File: src/rtl/core/lws_pkg.sv
// ----------------------------------------------------------------------------
// lws_pkg
// Shared constants and types for the windowed latency statistics core.
// ----------------------------------------------------------------------------
`timescale 1ns / 1ps
`default_nettype none

package lws_pkg;

	localparam int unsigned CNT_W   = 32;
	localparam int unsigned TIME_W  = 64;
	localparam int unsigned SUM_W   = 64;
	localparam int unsigned CFG_W   = 32;
	localparam int unsigned CFG_IDX_W = 2;

	// Divider geometry: 64-bit dividend, 32-bit divisor, one quotient bit per step
	localparam int unsigned DIV_DVD_W  = SUM_W;
	localparam int unsigned DIV_DSR_W  = CNT_W;
	localparam int unsigned DIV_STEPS  = DIV_DVD_W;
	localparam int unsigned DIV_CNT_W  = $clog2(DIV_STEPS);

	localparam logic [DIV_DSR_W-1:0] MS_DIVISOR = DIV_DSR_W'(1000);

	// Sum / 1000 by 16-bit digits, top digit first. Partial dividend is the
	// running remainder (below 1000) over one digit; the reciprocal with a
	// 38-bit shift is exact for any 26-bit partial dividend.
	localparam int unsigned MS_DIGIT_W     = 16;
	localparam int unsigned MS_DIGITS      = SUM_W / MS_DIGIT_W;
	localparam int unsigned MS_DIGIT_IDX_W = $clog2(MS_DIGITS);
	localparam int unsigned MS_REM_W       = 10;
	localparam int unsigned MS_PART_W      = MS_REM_W + MS_DIGIT_W;
	localparam int unsigned MS_RECIP_W     = 29;
	localparam int unsigned MS_PROD_W      = MS_PART_W + MS_RECIP_W;
	localparam int unsigned MS_RECIP_SHIFT = 38;
	localparam logic [MS_RECIP_W-1:0] MS_RECIP = MS_RECIP_W'(32'h1062_4DD3);

	// Configuration register indexes
	localparam logic [CFG_IDX_W-1:0] REG_WINDOW_COUNT = 2'd0;
	localparam logic [CFG_IDX_W-1:0] REG_MIN_INTERVAL = 2'd1;
	localparam logic [CFG_IDX_W-1:0] REG_LOW_THRESH   = 2'd2;
	localparam logic [CFG_IDX_W-1:0] REG_HIGH_THRESH  = 2'd3;

	// Reset values of the configuration registers
	localparam logic [CFG_W-1:0] WINDOW_COUNT_RST = CFG_W'(1000);
	localparam logic [CFG_W-1:0] MIN_INTERVAL_RST = CFG_W'(2 * 1000 * 1000);
	localparam logic [CFG_W-1:0] LOW_THRESH_RST   = CFG_W'(1000);
	localparam logic [CFG_W-1:0] HIGH_THRESH_RST  = CFG_W'(5000);

	typedef struct packed {
		logic              update;
		logic              clear;
		logic              note;
		logic [CNT_W-1:0]  elapsed;
	} lws_stat_cmd_t;

	typedef struct packed {
		logic [CNT_W-1:0] count;
		logic [CNT_W-1:0] note_count;
		logic [SUM_W-1:0] sum;
		logic [CNT_W-1:0] maximum;
		logic [CNT_W-1:0] low_bin;
		logic [CNT_W-1:0] high_bin;
	} lws_stats_t;

	typedef struct packed {
		logic busy;
		logic done;
	} lws_div_status_t;

endpackage

`default_nettype wire

File: src/rtl/core/lws_divider.sv
// ----------------------------------------------------------------------------
// lws_divider
// Restoring divider, 64-bit dividend by 32-bit divisor, one bit per cycle.
// ----------------------------------------------------------------------------
`timescale 1ns / 1ps
`default_nettype none

module lws_divider (
	input  wire logic                           clk,
	input  wire logic                           arst_n,
	input  wire logic                           start,
	input  wire logic [lws_pkg::DIV_DVD_W-1:0]  dividend,
	input  wire logic [lws_pkg::DIV_DSR_W-1:0]  divisor,
	output lws_pkg::lws_div_status_t            status,
	output logic      [lws_pkg::DIV_DVD_W-1:0]  quotient
);
	import lws_pkg::*;

	logic                 busy_q;
	logic                 done_q;
	logic [DIV_CNT_W-1:0] cnt_q;
	logic [DIV_DVD_W-1:0] dvd_q;
	logic [DIV_DSR_W-1:0] dsr_q;
	logic [DIV_DSR_W-1:0] rem_q;

	logic [DIV_DSR_W:0]   rem_shift;
	logic [DIV_DSR_W:0]   rem_diff;
	logic                 fits;

	// Quotient bits shift in at the bottom as dividend bits leave at the top
	assign rem_shift = {rem_q, dvd_q[DIV_DVD_W-1]};
	assign fits      = rem_shift >= {1'b0, dsr_q};
	assign rem_diff  = rem_shift - {1'b0, dsr_q};

	always_ff @(posedge clk or negedge arst_n) begin
		if (!arst_n) begin
			busy_q <= 1'b0;
			done_q <= 1'b0;
			cnt_q  <= '0;
		end else begin
			done_q <= 1'b0;
			if (start) begin
				busy_q <= 1'b1;
				cnt_q  <= '0;
			end else if (busy_q) begin
				cnt_q <= cnt_q + 1'b1;
				if (cnt_q == DIV_CNT_W'(DIV_STEPS - 1)) begin
					busy_q <= 1'b0;
					done_q <= 1'b1;
				end
			end
		end
	end

	always_ff @(posedge clk) begin
		if (start) begin
			dvd_q <= dividend;
			dsr_q <= divisor;
			rem_q <= '0;
		end else if (busy_q) begin
			dvd_q <= {dvd_q[DIV_DVD_W-2:0], fits};
			rem_q <= fits ? rem_diff[DIV_DSR_W-1:0] : rem_shift[DIV_DSR_W-1:0];
		end
	end

	assign status.busy = busy_q;
	assign status.done = done_q;
	assign quotient    = dvd_q;

endmodule

`default_nettype wire

File: src/rtl/core/lws_stats.sv
// ----------------------------------------------------------------------------
// lws_stats
// Window accumulators: sample and note-on counts, saturating sum, maximum
// and the two threshold bins.
// ----------------------------------------------------------------------------
`timescale 1ns / 1ps
`default_nettype none

module lws_stats (
	input  wire logic                       clk,
	input  wire logic                       arst_n,
	input  wire lws_pkg::lws_stat_cmd_t     cmd,
	input  wire logic [lws_pkg::CFG_W-1:0]  low_threshold,
	input  wire logic [lws_pkg::CFG_W-1:0]  high_threshold,
	output lws_pkg::lws_stats_t             stats
);
	import lws_pkg::*;

	logic [CNT_W-1:0] count_q;
	logic [CNT_W-1:0] note_count_q;
	logic [SUM_W-1:0] sum_q;
	logic [CNT_W-1:0] max_q;
	logic [CNT_W-1:0] low_bin_q;
	logic [CNT_W-1:0] high_bin_q;

	logic [SUM_W:0]   sum_ext;

	assign sum_ext = {1'b0, sum_q} + {(SUM_W - CNT_W + 1)'(0), cmd.elapsed};

	function automatic logic [CNT_W-1:0] sat_inc(input logic [CNT_W-1:0] v);
		return (&v) ? v : v + 1'b1;
	endfunction

	always_ff @(posedge clk or negedge arst_n) begin
		if (!arst_n) begin
			count_q      <= '0;
			note_count_q <= '0;
			sum_q        <= '0;
			max_q        <= '0;
			low_bin_q    <= '0;
			high_bin_q   <= '0;
		end else if (cmd.clear) begin
			count_q      <= '0;
			note_count_q <= '0;
			sum_q        <= '0;
			max_q        <= '0;
			low_bin_q    <= '0;
			high_bin_q   <= '0;
		end else if (cmd.update) begin
			count_q <= sat_inc(count_q);
			if (cmd.note)
				note_count_q <= sat_inc(note_count_q);
			// carry out of the sum pins it at all ones
			sum_q <= sum_ext[SUM_W] ? '1 : sum_ext[SUM_W-1:0];
			if (cmd.elapsed > max_q)
				max_q <= cmd.elapsed;
			if (cmd.elapsed >= low_threshold)
				low_bin_q <= sat_inc(low_bin_q);
			if (cmd.elapsed >= high_threshold)
				high_bin_q <= sat_inc(high_bin_q);
		end
	end

	assign stats.count      = count_q;
	assign stats.note_count = note_count_q;
	assign stats.sum        = sum_q;
	assign stats.maximum    = max_q;
	assign stats.low_bin    = low_bin_q;
	assign stats.high_bin   = high_bin_q;

endmodule

`default_nettype wire

File: src/rtl/core/latency_window_statistics_core.sv
// ----------------------------------------------------------------------------
// latency_window_statistics_core
// Windowed latency monitor with an iterative divider for reports.
// ----------------------------------------------------------------------------
// One transaction at a time. A record or flush that produces no report goes
// through the check, update and decide steps before in_ready returns. A report
// adds one pass through the bit-serial divider for sum / count, the 16-bit
// digits of the sum, top digit first, through a reciprocal multiply for
// sum / 1000, and the load of the output register. The output register holds
// a report until it is taken, so the next transaction may be accepted
// meanwhile; a further report waits for that slot.
// No clearing pass after reset.
`timescale 1ns / 1ps
`default_nettype none

module latency_window_statistics_core (
	input  wire logic                          clk,
	input  wire logic                          arst_n,
	input  wire logic                          cfg_write,
	input  wire logic [lws_pkg::CFG_IDX_W-1:0] cfg_index,
	input  wire logic [lws_pkg::CFG_W-1:0]     cfg_data,
	input  wire logic                          in_valid,
	output logic                               in_ready,
	input  wire logic                          mode,
	input  wire logic [lws_pkg::TIME_W-1:0]    now_time,
	input  wire logic [lws_pkg::TIME_W-1:0]    rx_time,
	input  wire logic                          note_on_flag,
	output logic                               out_valid,
	input  wire logic                          out_ready,
	output logic      [lws_pkg::CNT_W-1:0]     sample_count,
	output logic      [lws_pkg::CNT_W-1:0]     note_on_count,
	output logic      [lws_pkg::CNT_W-1:0]     average_us,
	output logic      [lws_pkg::CNT_W-1:0]     maximum_us,
	output logic      [lws_pkg::CNT_W-1:0]     sum_ms,
	output logic      [lws_pkg::CNT_W-1:0]     over_low_count,
	output logic      [lws_pkg::CNT_W-1:0]     over_high_count
);
	import lws_pkg::*;

	localparam logic [2:0] S_IDLE    = 3'd0;
	localparam logic [2:0] S_CHECK   = 3'd1;
	localparam logic [2:0] S_UPDATE  = 3'd2;
	localparam logic [2:0] S_DECIDE  = 3'd3;
	localparam logic [2:0] S_DIV_AVG = 3'd4;
	localparam logic [2:0] S_DIV_MS  = 3'd5;
	localparam logic [2:0] S_EMIT    = 3'd6;

	logic [2:0]        state_q;

	logic [CFG_W-1:0]  window_q;
	logic [CFG_W-1:0]  min_interval_q;
	logic [CFG_W-1:0]  low_thresh_q;
	logic [CFG_W-1:0]  high_thresh_q;

	logic              mode_q;
	logic              note_q;
	logic [TIME_W-1:0] now_q;
	logic [TIME_W-1:0] rx_q;
	logic [TIME_W-1:0] last_report_q;
	logic              interval_ok_q;
	logic              sample_ok_q;
	logic [CNT_W-1:0]  elapsed_q;
	logic [CNT_W-1:0]  avg_q;

	logic [MS_DIGIT_IDX_W-1:0] ms_digit_q;
	logic [MS_REM_W-1:0]       ms_rem_q;
	logic [CNT_W-1:0]          ms_quot_q;

	logic              out_valid_q;
	lws_stats_t        out_q;
	logic [CNT_W-1:0]  out_avg_q;
	logic [CNT_W-1:0]  out_ms_q;

	logic              in_fire;
	logic              report;
	logic              out_load;
	logic              div_start;
	logic [DIV_DSR_W-1:0] div_divisor;
	logic [DIV_DVD_W-1:0] div_quotient;
	lws_div_status_t   div_status;
	lws_stat_cmd_t     stat_cmd;
	lws_stats_t        stats;
	logic [TIME_W-1:0] since_report;
	logic [TIME_W-1:0] age;

	logic [MS_PART_W-1:0]  ms_part;
	logic [MS_PROD_W-1:0]  ms_prod;
	logic [MS_DIGIT_W-1:0] ms_qd;
	logic [MS_REM_W-1:0]   ms_back;
	logic [MS_REM_W-1:0]   ms_rem_next;

	assign in_ready = (state_q == S_IDLE);
	assign in_fire  = in_valid && in_ready;

	assign since_report = now_q - last_report_q;
	assign age          = now_q - rx_q;

	// Flush reports on interval and a nonempty window; a record also needs a valid sample and a full window
	assign report = (stats.count != '0) && interval_ok_q &&
		(mode_q || (sample_ok_q && (stats.count >= window_q)));

	assign out_load = (state_q == S_EMIT) && (!out_valid_q || out_ready);

	assign div_start   = (state_q == S_DECIDE) && report;
	assign div_divisor = stats.count;

	// One digit of sum / 1000 per cycle; the remainder is below 1000, so its
	// low bits are enough to form it
	assign ms_part     = {ms_rem_q, stats.sum[ms_digit_q * MS_DIGIT_W +: MS_DIGIT_W]};
	assign ms_prod     = MS_PROD_W'(ms_part) * MS_PROD_W'(MS_RECIP);
	assign ms_qd       = ms_prod[MS_RECIP_SHIFT +: MS_DIGIT_W];
	assign ms_back     = MS_REM_W'(ms_qd) * MS_REM_W'(MS_DIVISOR);
	assign ms_rem_next = ms_part[MS_REM_W-1:0] - ms_back;

	assign stat_cmd.update  = (state_q == S_UPDATE) && !mode_q && sample_ok_q;
	assign stat_cmd.clear   = out_load;
	assign stat_cmd.note    = note_q;
	assign stat_cmd.elapsed = elapsed_q;

	lws_stats u_stats (
		.clk            (clk),
		.arst_n         (arst_n),
		.cmd            (stat_cmd),
		.low_threshold  (low_thresh_q),
		.high_threshold (high_thresh_q),
		.stats          (stats)
	);

	lws_divider u_divider (
		.clk      (clk),
		.arst_n   (arst_n),
		.start    (div_start),
		.dividend (stats.sum),
		.divisor  (div_divisor),
		.status   (div_status),
		.quotient (div_quotient)
	);

	// Configuration registers
	always_ff @(posedge clk or negedge arst_n) begin
		if (!arst_n) begin
			window_q       <= WINDOW_COUNT_RST;
			min_interval_q <= MIN_INTERVAL_RST;
			low_thresh_q   <= LOW_THRESH_RST;
			high_thresh_q  <= HIGH_THRESH_RST;
		end else if (cfg_write) begin
			unique case (cfg_index)
				REG_WINDOW_COUNT: window_q       <= cfg_data;
				REG_MIN_INTERVAL: min_interval_q <= cfg_data;
				REG_LOW_THRESH:   low_thresh_q   <= cfg_data;
				REG_HIGH_THRESH:  high_thresh_q  <= cfg_data;
				default:          window_q       <= window_q;
			endcase
		end
	end

	// Sequencer
	always_ff @(posedge clk or negedge arst_n) begin
		if (!arst_n) begin
			state_q       <= S_IDLE;
			last_report_q <= '0;
		end else begin
			unique case (state_q)
				S_IDLE: begin
					if (in_fire)
						state_q <= S_CHECK;
				end
				S_CHECK:  state_q <= S_UPDATE;
				S_UPDATE: state_q <= S_DECIDE;
				S_DECIDE: begin
					state_q <= report ? S_DIV_AVG : S_IDLE;
				end
				S_DIV_AVG: begin
					if (div_status.done)
						state_q <= S_DIV_MS;
				end
				S_DIV_MS: begin
					if (ms_digit_q == '0)
						state_q <= S_EMIT;
				end
				S_EMIT: begin
					if (out_load) begin
						state_q       <= S_IDLE;
						last_report_q <= now_q;
					end
				end
				default: state_q <= S_IDLE;
			endcase
		end
	end

	// Transaction capture and per-item checks
	always_ff @(posedge clk) begin
		if (in_fire) begin
			mode_q <= mode;
			note_q <= note_on_flag;
			now_q  <= now_time;
			rx_q   <= rx_time;
		end
		if (state_q == S_CHECK) begin
			interval_ok_q <= since_report >= {(TIME_W - CFG_W)'(0), min_interval_q};
			sample_ok_q   <= (rx_q != '0) && (now_q >= rx_q);
			elapsed_q     <= age[CNT_W-1:0];
		end
		if ((state_q == S_DIV_AVG) && div_status.done) begin
			avg_q      <= div_quotient[CNT_W-1:0];
			ms_digit_q <= '1;
			ms_rem_q   <= '0;
		end
		// only the two lowest quotient digits stay in the register
		if (state_q == S_DIV_MS) begin
			ms_digit_q <= ms_digit_q - 1'b1;
			ms_rem_q   <= ms_rem_next;
			ms_quot_q  <= {ms_quot_q[CNT_W-MS_DIGIT_W-1:0], ms_qd};
		end
	end

	// Output register
	always_ff @(posedge clk or negedge arst_n) begin
		if (!arst_n)
			out_valid_q <= 1'b0;
		else if (out_load)
			out_valid_q <= 1'b1;
		else if (out_ready)
			out_valid_q <= 1'b0;
	end

	always_ff @(posedge clk) begin
		if (out_load) begin
			out_q     <= stats;
			out_avg_q <= avg_q;
			out_ms_q  <= ms_quot_q;
		end
	end

	assign out_valid       = out_valid_q;
	assign sample_count    = out_q.count;
	assign note_on_count   = out_q.note_count;
	assign average_us      = out_avg_q;
	assign maximum_us      = out_q.maximum;
	assign sum_ms          = out_ms_q;
	assign over_low_count  = out_q.low_bin;
	assign over_high_count = out_q.high_bin;

	// Checks
	a_rise_from_emit: assert property (@(posedge clk) disable iff (!arst_n)
		$rose(out_valid_q) |-> $past(state_q) == S_EMIT)
		else $error("report appeared outside the emit step");

	a_div_not_busy: assert property (@(posedge clk) disable iff (!arst_n)
		div_start |-> !div_status.busy)
		else $error("divider restarted while busy");

	a_clear_after_load: assert property (@(posedge clk) disable iff (!arst_n)
		out_load |=> (stats.count == '0) && (stats.sum == '0))
		else $error("statistics not cleared after report");

	a_report_nonempty: assert property (@(posedge clk) disable iff (!arst_n)
		out_valid_q |-> (out_q.count != '0))
		else $error("report with empty window");

endmodule

`default_nettype wire
File: config.mk
export PLATFORM = sky130hd
export DESIGN_NAME = latency_window_statistics_core
export DESIGN_NICKNAME = d
export VERILOG_FILES = /design/src/rtl/core/lws_pkg.sv /design/src/rtl/core/lws_divider.sv /design/src/rtl/core/lws_stats.sv /design/src/rtl/core/latency_window_statistics_core.sv
export SDC_FILE = /design/constraint.sdc
export NUM_CORES = 2
export LEC_CHECK = 0
export BUFFER_PORTS_ARGS = -buffer_cell sky130_fd_sc_hd__clkbuf_2
export CORE_UTILIZATION = 39
export CTS_BUF_LIST = sky130_fd_sc_hd__clkbuf_8
export CTS_CLUSTER_DIAMETER = 40
export DETAILED_ROUTE_END_ITERATION = 8
export GPL_TIMING_DRIVEN = 0
export MAX_ROUTING_LAYER = met4
export PLACE_DENSITY = 0.59
export SKIP_LAST_GASP = 1
export SYNTH_ARGS = -nofsm -noshare
export SYNTH_HDL_FRONTEND = slang
export SYNTH_SLANG_ARGS = --single-unit
File: constraint.sdc
create_clock -name clk -period 27.3 [get_ports clk]
set_input_delay 2.73 -clock clk [delete_from_list [all_inputs] [get_ports clk]]
set_output_delay 2.73 -clock clk [all_outputs]
set_load 0.02 [all_outputs]
---- After elaboration in Yosys (flattened, before gate mapping) ----
Index checks and enable logic that the tools add are counted.
operators by class
  $add $sub $neg .......................... 11
  $mul .................................... 2
  magnitude comparators ................... 7
  equality and inequality tests ........... 18
  shift operators ......................... 1
  muxes and demuxes ....................... 44
  reduce and logical (&&, ||, !) cells .... 42
operators by type and width
  operator                  count
  $mux W32                  19
  $mux W64                  5
  $add A32 B1 Y32 const B   4
  $reduce_and A32 Y1        4
  $ge A32 B32 Y1            3
  $add A64 B32 Y65          1
  $ge A64 B32 Y1            1
  $ge A64 B64 Y1            1
  $reduce_bool A64 Y1       1
  $shiftx A64 B7 Y16        1
  $sub A32 B32 Y32          2
  $sub A64 B64 Y64          1
  $mul A26 B29 Y54 const B  1
  $ge A33 B32 Y1            1
  $gt A32 B32 Y1            1
  $reduce_bool A32 Y1       1
  $pmux W3 S7               1
  $mux W10                  2
  $reduce_bool A2 Y1        8
  $mux W3                   5
  $reduce_and A2 Y1         7
  $mux W6                   2
  $ne A2 B2 Y1 const B      6
  $logic_and A1 B1 Y1       10
  other kinds (19)          37
storage, ports and cells
  register bits after elaboration ......... 1020
  input bits .............................. 169
  output and inout bits ................... 226

---- Longest topological paths before layout ----
  depth after elaboration ................. 6
  mapped depth ............................ 42

---- Modules after synthesis ----
Synthesis repeated with hierarchy kept, for this count alone.
second synthesis, totals
  cell total of the unflattened synthesis .. 6001
  area total of the unflattened synthesis .. 64488.1 um^2
modules (own cells, without submodules)
  module                          instances  cells an instance  area an instance (um^2)  sequential area each (um^2)
  latency_window_statistics_core  1          3451               41143.2                  18868.1
  lws_stats                       1          1917               16144.2                  5605.4
  lws_divider                     1          633                7200.7                   3723.6

---- Worst setup path after synthesis ----
Ideal clock, no wire load.
  kind .................................... in2reg
  start point ............................. input out_ready
  end point ............................... register out_avg_q[0] (netlist: average_us[0]) (enable)
  setup time .............................. 675 ps
  arrival ................................. 10194 ps
  slack ................................... 16431 ps
  stages on the path ...................... 7
  path buffers ............................ 4
  path through ............................ nand2b_1 > or3b_1 > clkbuf_1 > inv_2 > clkbuf_1 > clkbuf_1 > buf_1
on the way
  longest elaborated chain between the ends .. 2
RTL lines
  item                  RTL line                               RTL
  start, declared       latency_window_statistics_core.sv:29   input wire logic out_ready,
  $logic_or A1 B1 Y1    latency_window_statistics_core.sv:102  assign out_load = (state_q == S_EMIT) && (!out_valid_q || out_ready);
  $logic_and A1 B1 Y1   latency_window_statistics_core.sv:102
  named net out_load    latency_window_statistics_core.sv:76   logic out_load;
  end signal, assigned  latency_window_statistics_core.sv:231  out_avg_q <= avg_q;
  end, declared         latency_window_statistics_core.sv:71   logic [CNT_W-1:0] out_avg_q;
The timed path passes the listed nets, and every way through them passes these cells.
A chain may end at the register's enable or synchronous reset.

---- Worst setup path in the final report ----
  start point ............................. register ms_digit_q[0]
  end point ............................... register ms_rem_q[9], data pin
on the way
  longest elaborated chain between the ends .. 5
RTL lines
  item                    RTL line                               RTL
  start, declared         latency_window_statistics_core.sv:65   logic [MS_DIGIT_IDX_W-1:0] ms_digit_q;
  start signal, assigned  latency_window_statistics_core.sv:212  ms_digit_q <= ms_digit_q - 1'b1;
  $shiftx A64 B7 Y16      latency_window_statistics_core.sv:109  assign ms_part = {ms_rem_q, stats.sum[ms_digit_q * MS_DIGIT_W +: MS_DIGIT_W]};
  $mul A26 B29 Y54        latency_window_statistics_core.sv:110  assign ms_prod = MS_PROD_W'(ms_part) * MS_PROD_W'(MS_RECIP);
  named net ms_prod[40]   latency_window_statistics_core.sv:87   logic [MS_PROD_W-1:0] ms_prod;
  $mul A10 B7 Y7          latency_window_statistics_core.sv:112  assign ms_back = MS_REM_W'(ms_qd) * MS_REM_W'(MS_DIVISOR);
  $sub A10 B10 Y10        latency_window_statistics_core.sv:113  assign ms_rem_next = ms_part[MS_REM_W-1:0] - ms_back;
  $mux W10                latency_window_statistics_core.sv:211  if (state_q == S_DIV_MS) begin
  end signal, assigned    latency_window_statistics_core.sv:213  ms_rem_q <= ms_rem_next;
  end, declared           latency_window_statistics_core.sv:66   logic [MS_REM_W-1:0] ms_rem_q;
The timed path passes the listed nets, and every way through them passes these cells.

==> summary.md <==
| Metric | Value |
|---|---|
| RSZ-0062 raised after global routing | `false` |
| Slew Viols, Final | `0` |
| Chip Width | `403.9 µm` |
| Min-delay src | `avg_q[2]$_DFFE_PP_` |
| Largest family of logic cells by synthesized area | `adder cells` |
| Clk_skew | `96.71 ps` |
| CP Class | `register to register` |
| Post-Synthesis Cells | `5731` |
| Vias/cell | `5.252` |
| Netlist Area Pre-Place | `0.06299 mm²` |
| CTS buffer count | `198` |
| Post-synth ARST share | `41.96%` |
| Complex-gate fraction of the synthesized area | `10.83%` |
| Core Box Area | `0.1604 mm²` |
| Arr. time, crit path | `12700 ps` |
| Routability Congestion | `0.9710` |
| CTS Buffer Depth | `3` |
| GR Overflow Total | `0` |
| Post-route insts no fill | `8689` |
| Share of layout cells above drive strength 1 | `15.75%` |
| WL final | `185.2 mm` |
| # DRC | `0` |
| Dominant synthesized flop cell | `edfxtp_1` |
| Min Tclk post-route | `12010 ps` |
| Sequential area share after synthesis | `44.76%` |
| Layout fillers | `15130` |
| Worst Tran Pin Value | `1415 ps` |
| Post-Synth Simple-Gate Area | `10.41%` |
| Yosys Warn Count | `0` |
| Hold Vio Cnt, Final | `0` |
| CTS Sinks | `1020` |
| Achievable clock frequency | `83.30 MHz` |
| Setup TNS | `0 ps` |
| Final period util | `43.98%` |
| Share of the synthesized area in the top cell type | `26.70%` |
| Post_cts resized | `0` |
| Reg2Reg Depth | `37` |
| Required @ worst endpoint | `27990 ps` |
| Yosys reg bits | `1020` |
| Top cell by count, worst path | `fa_1` |
| Cells after DPL | `8309` |
| CP peak stage delay | `830 ps` |
| Die area | `0.1631 mm²` |
| Syn_area_per_cell | `10.99 µm²` |
| Starting Density | `39.27%` |
| Slowest CP cell | `mux4_2` |
| Initial drt markers | `3297` |
| Adder-cell share of the synthesized area | `20.38%` |
| GRT Util Overall | `23.38%` |
| NumNets Final | `7402` |
| Avg WL per Cell | `21.32 µm` |
| Area Overhead vs Synth | `15.12%` |
| CTS tree | `built` |
| Vias in the first global route | `45670` |
| Clk pin slew, worst setup/hold paths | `60 ps` |
| Hold Worst Slack | `383.8 ps` |
| Crit path from | `ms_digit_q[0]$_SDFFCE_PN1P_` |
| Reg2Reg Launch Point | `ms_digit_q[0]$_SDFFCE_PN1P_` |
| Ranking of synthesized cells by area | `edfxtp_1 (27%), dfrtp_1 (16%), ha_1 (13%), fa_1 (7.5%), inv_1 (4.8%)` |
| Setup Buffers After CTS | `0` |
| Status | `finished clean` |
| Number of library cell types mapped by synthesis | `101` |
| Final setup vio count | `0` |
| Slew HR | `5.648%` |
| Synth area leader | `edfxtp_1` |
| HPWL Detailed | `145.0 mm` |
| Num rows | `147` |
| Mux cell area share after synthesis | `4.732%` |
| Hold buffer count at cts | `0` |
| Net count after synthesis | `6784` |
| IO buf count | `394` |
| CP Capture Type | `register` |
| Hold Path Depth | `0` |
| Worst Hold Class | `register to register` |
| Clock Root Buffer | `clkbuf_8` |
| Xor and xnor area share after synthesis | `3.103%` |
| Final antenna-violating net count | `0` |
| DRT Pass-1 Iters | `5` |
| Max Cap Viol | `0` |
| Global-route wire length before repair | `279.3 mm` |
| Skew-Pair Late Insertion Delay | `980 ps` |
| Routed vias | `45630` |
| Antenna violations before repair | `6` |
| Post-synth EDFFs | `560` |
| I/O pins | `395` |
| Die height | `403.9 µm` |
| H-tree depth | `4` |
| Largest net degree at the start of global routing | `102` |
| Crit-path max FO | `10` |
| CP startpoint kind | `register` |
[cells in the final DEF (no fill, tap or decap), types with 28 or more instances in the layout]
master    netlist  final
nand2_1       344    344
nor2_1        333    333
a211oi_1       55     53
a31oi_1        47     47
ha_1          649    649
nor4_1         66     66
mux2i_1        45     45
o31ai_1        30     30
a21oi_1       300    300
dfrtp_1       404    404
and3_1         48     48
clkinv_2        0     28
o21ai_0       240    240
clkbuf_1      125    122
nand3_1       102    102
mux2_2        192    192
inv_1         810    867
nand4_1        99     99
o21a_1         36     36
a21o_1        159    159
nor2b_1        43     43
xor2_1         86     86
fa_1          235    235
clkbuf_2        0    396
edfxtp_1      560    560
nand2b_1       46     46
xnor2_1       134    134
or3_1          29     29
nor3_1         83     83
dfxtp_1        32     32
clkbuf_8        0    210
[per-layer routing]
| layer | global-route usage [%] | part of all wire, % |
|---|---|---|
| met5 | - | 0 |
| met4 | 6.805 | 2.6 |
| met3 | 3.525 | 5.3 |
| met2 | 36.62 | 46 |
| met1 | 31.42 | 46 |
[final cells by class]
cell class	count	area, µm²	share of cell area, %
Clock inverter	168	1493	2.058
Clock buffer	209	2877	3.967
Antenna cell	3	7.507	0.01035
Sequential cell	1020	28200	38.88
Tap cell	2160	2703	3.727
Timing Repair Buffer	418	2416	3.332
Multi-Input combinational cell	3749	31180	42.99
Buffer	150	599.3	0.8265
Inverter	812	3048	4.203
[registers in the layout, summed over array words and instances, names as in the netlist, 64 cells and up]
signal and count:
u_stats.sum_q 64, last_report_q 64, rx_q 64, now_q 64
u_divider.quotient 64
[kinds of logic (layout without fill, tap and decap cells)]
kind of cell,count (synthesis),after routing
simple gates,1323,1323
compound gates,1067,1067
other cells,0,3
mux,253,253
flops,1020,1020
xor+xnor,221,221
fa+ha+maj,885,885
buf+inv,962,1757
[cells in the mapped netlist (18+ instances only)]
cell type / number
o21a_1: 36
a211oi_1: 55
o31ai_1: 30
nor4_1: 66
a21o_1: 159
nor2_1: 333
xor2_1: 86
mux2_2: 192
dfxtp_1: 32
and3_1: 48
edfxtp_1: 560
and4_1: 19
and2_1: 18
xnor2_1: 134
dfrtp_1: 404
nor3_1: 83
ha_1: 649
a31oi_1: 47
o21ai_0: 240
a21oi_1: 300
clkbuf_1: 125
or4_1: 24
nor2b_1: 43
mux2i_1: 45
fa_1: 235
nand3_1: 102
or2_2: 22
o21bai_1: 24
or3_1: 29
nand2b_1: 46
dfstp_2: 24
nand4_1: 99
inv_1: 810
nand2_1: 344
[through the flow]
step / utilization, % / cell area (µm²) / setup WS (ps)
floorplan: - / 62990 / 16430
global placement: 42.19 / 67660 / 11030
detailed placement: 42.49 / 68140 / 15260
CTS: 45.21 / 72510 / 15190
global route: 45.21 / 72510 / 14600
finish: 45.21 / 72520 / 15290
[path summary, 6_finish.rpt]
kind	endpoint	slack, ps
worst max-delay path	ms_rem_q[9]$_SDFFCE_PN0P_	15290
worst min-delay path	average_us[2]$_DFFE_PP_	380
worst max register to register	ms_rem_q[9]$_SDFFCE_PN0P_	15290
worst min register to register	average_us[2]$_DFFE_PP_	380
max in group asynchronous	u_stats.low_bin_q[28]$_DFFE_PN0P_	24040
min in group asynchronous	last_report_q[43]$_DFFE_PN0P_	1750
[worst max-delay path: cells and delay by family, from the launching register on]
| kind | cells | cell delay (ps) |
|---|---|---|
| AO/OA/AOI/OAI | 7 | 2280 |
| flip-flops | 1 | 350 |
| multiplexers | 1 | 830 |
| buffers and inverters | 8 | 1020 |
| XOR/XNOR | 7 | 1250 |
| AND/OR/NAND/NOR | 1 | 50 |
| adder cells (fa/ha/maj) | 13 | 5890 |
Power is left out: the tool's default activity adds up to more than one toggle a clock period on the data nets, which glitch-free logic cannot reach.
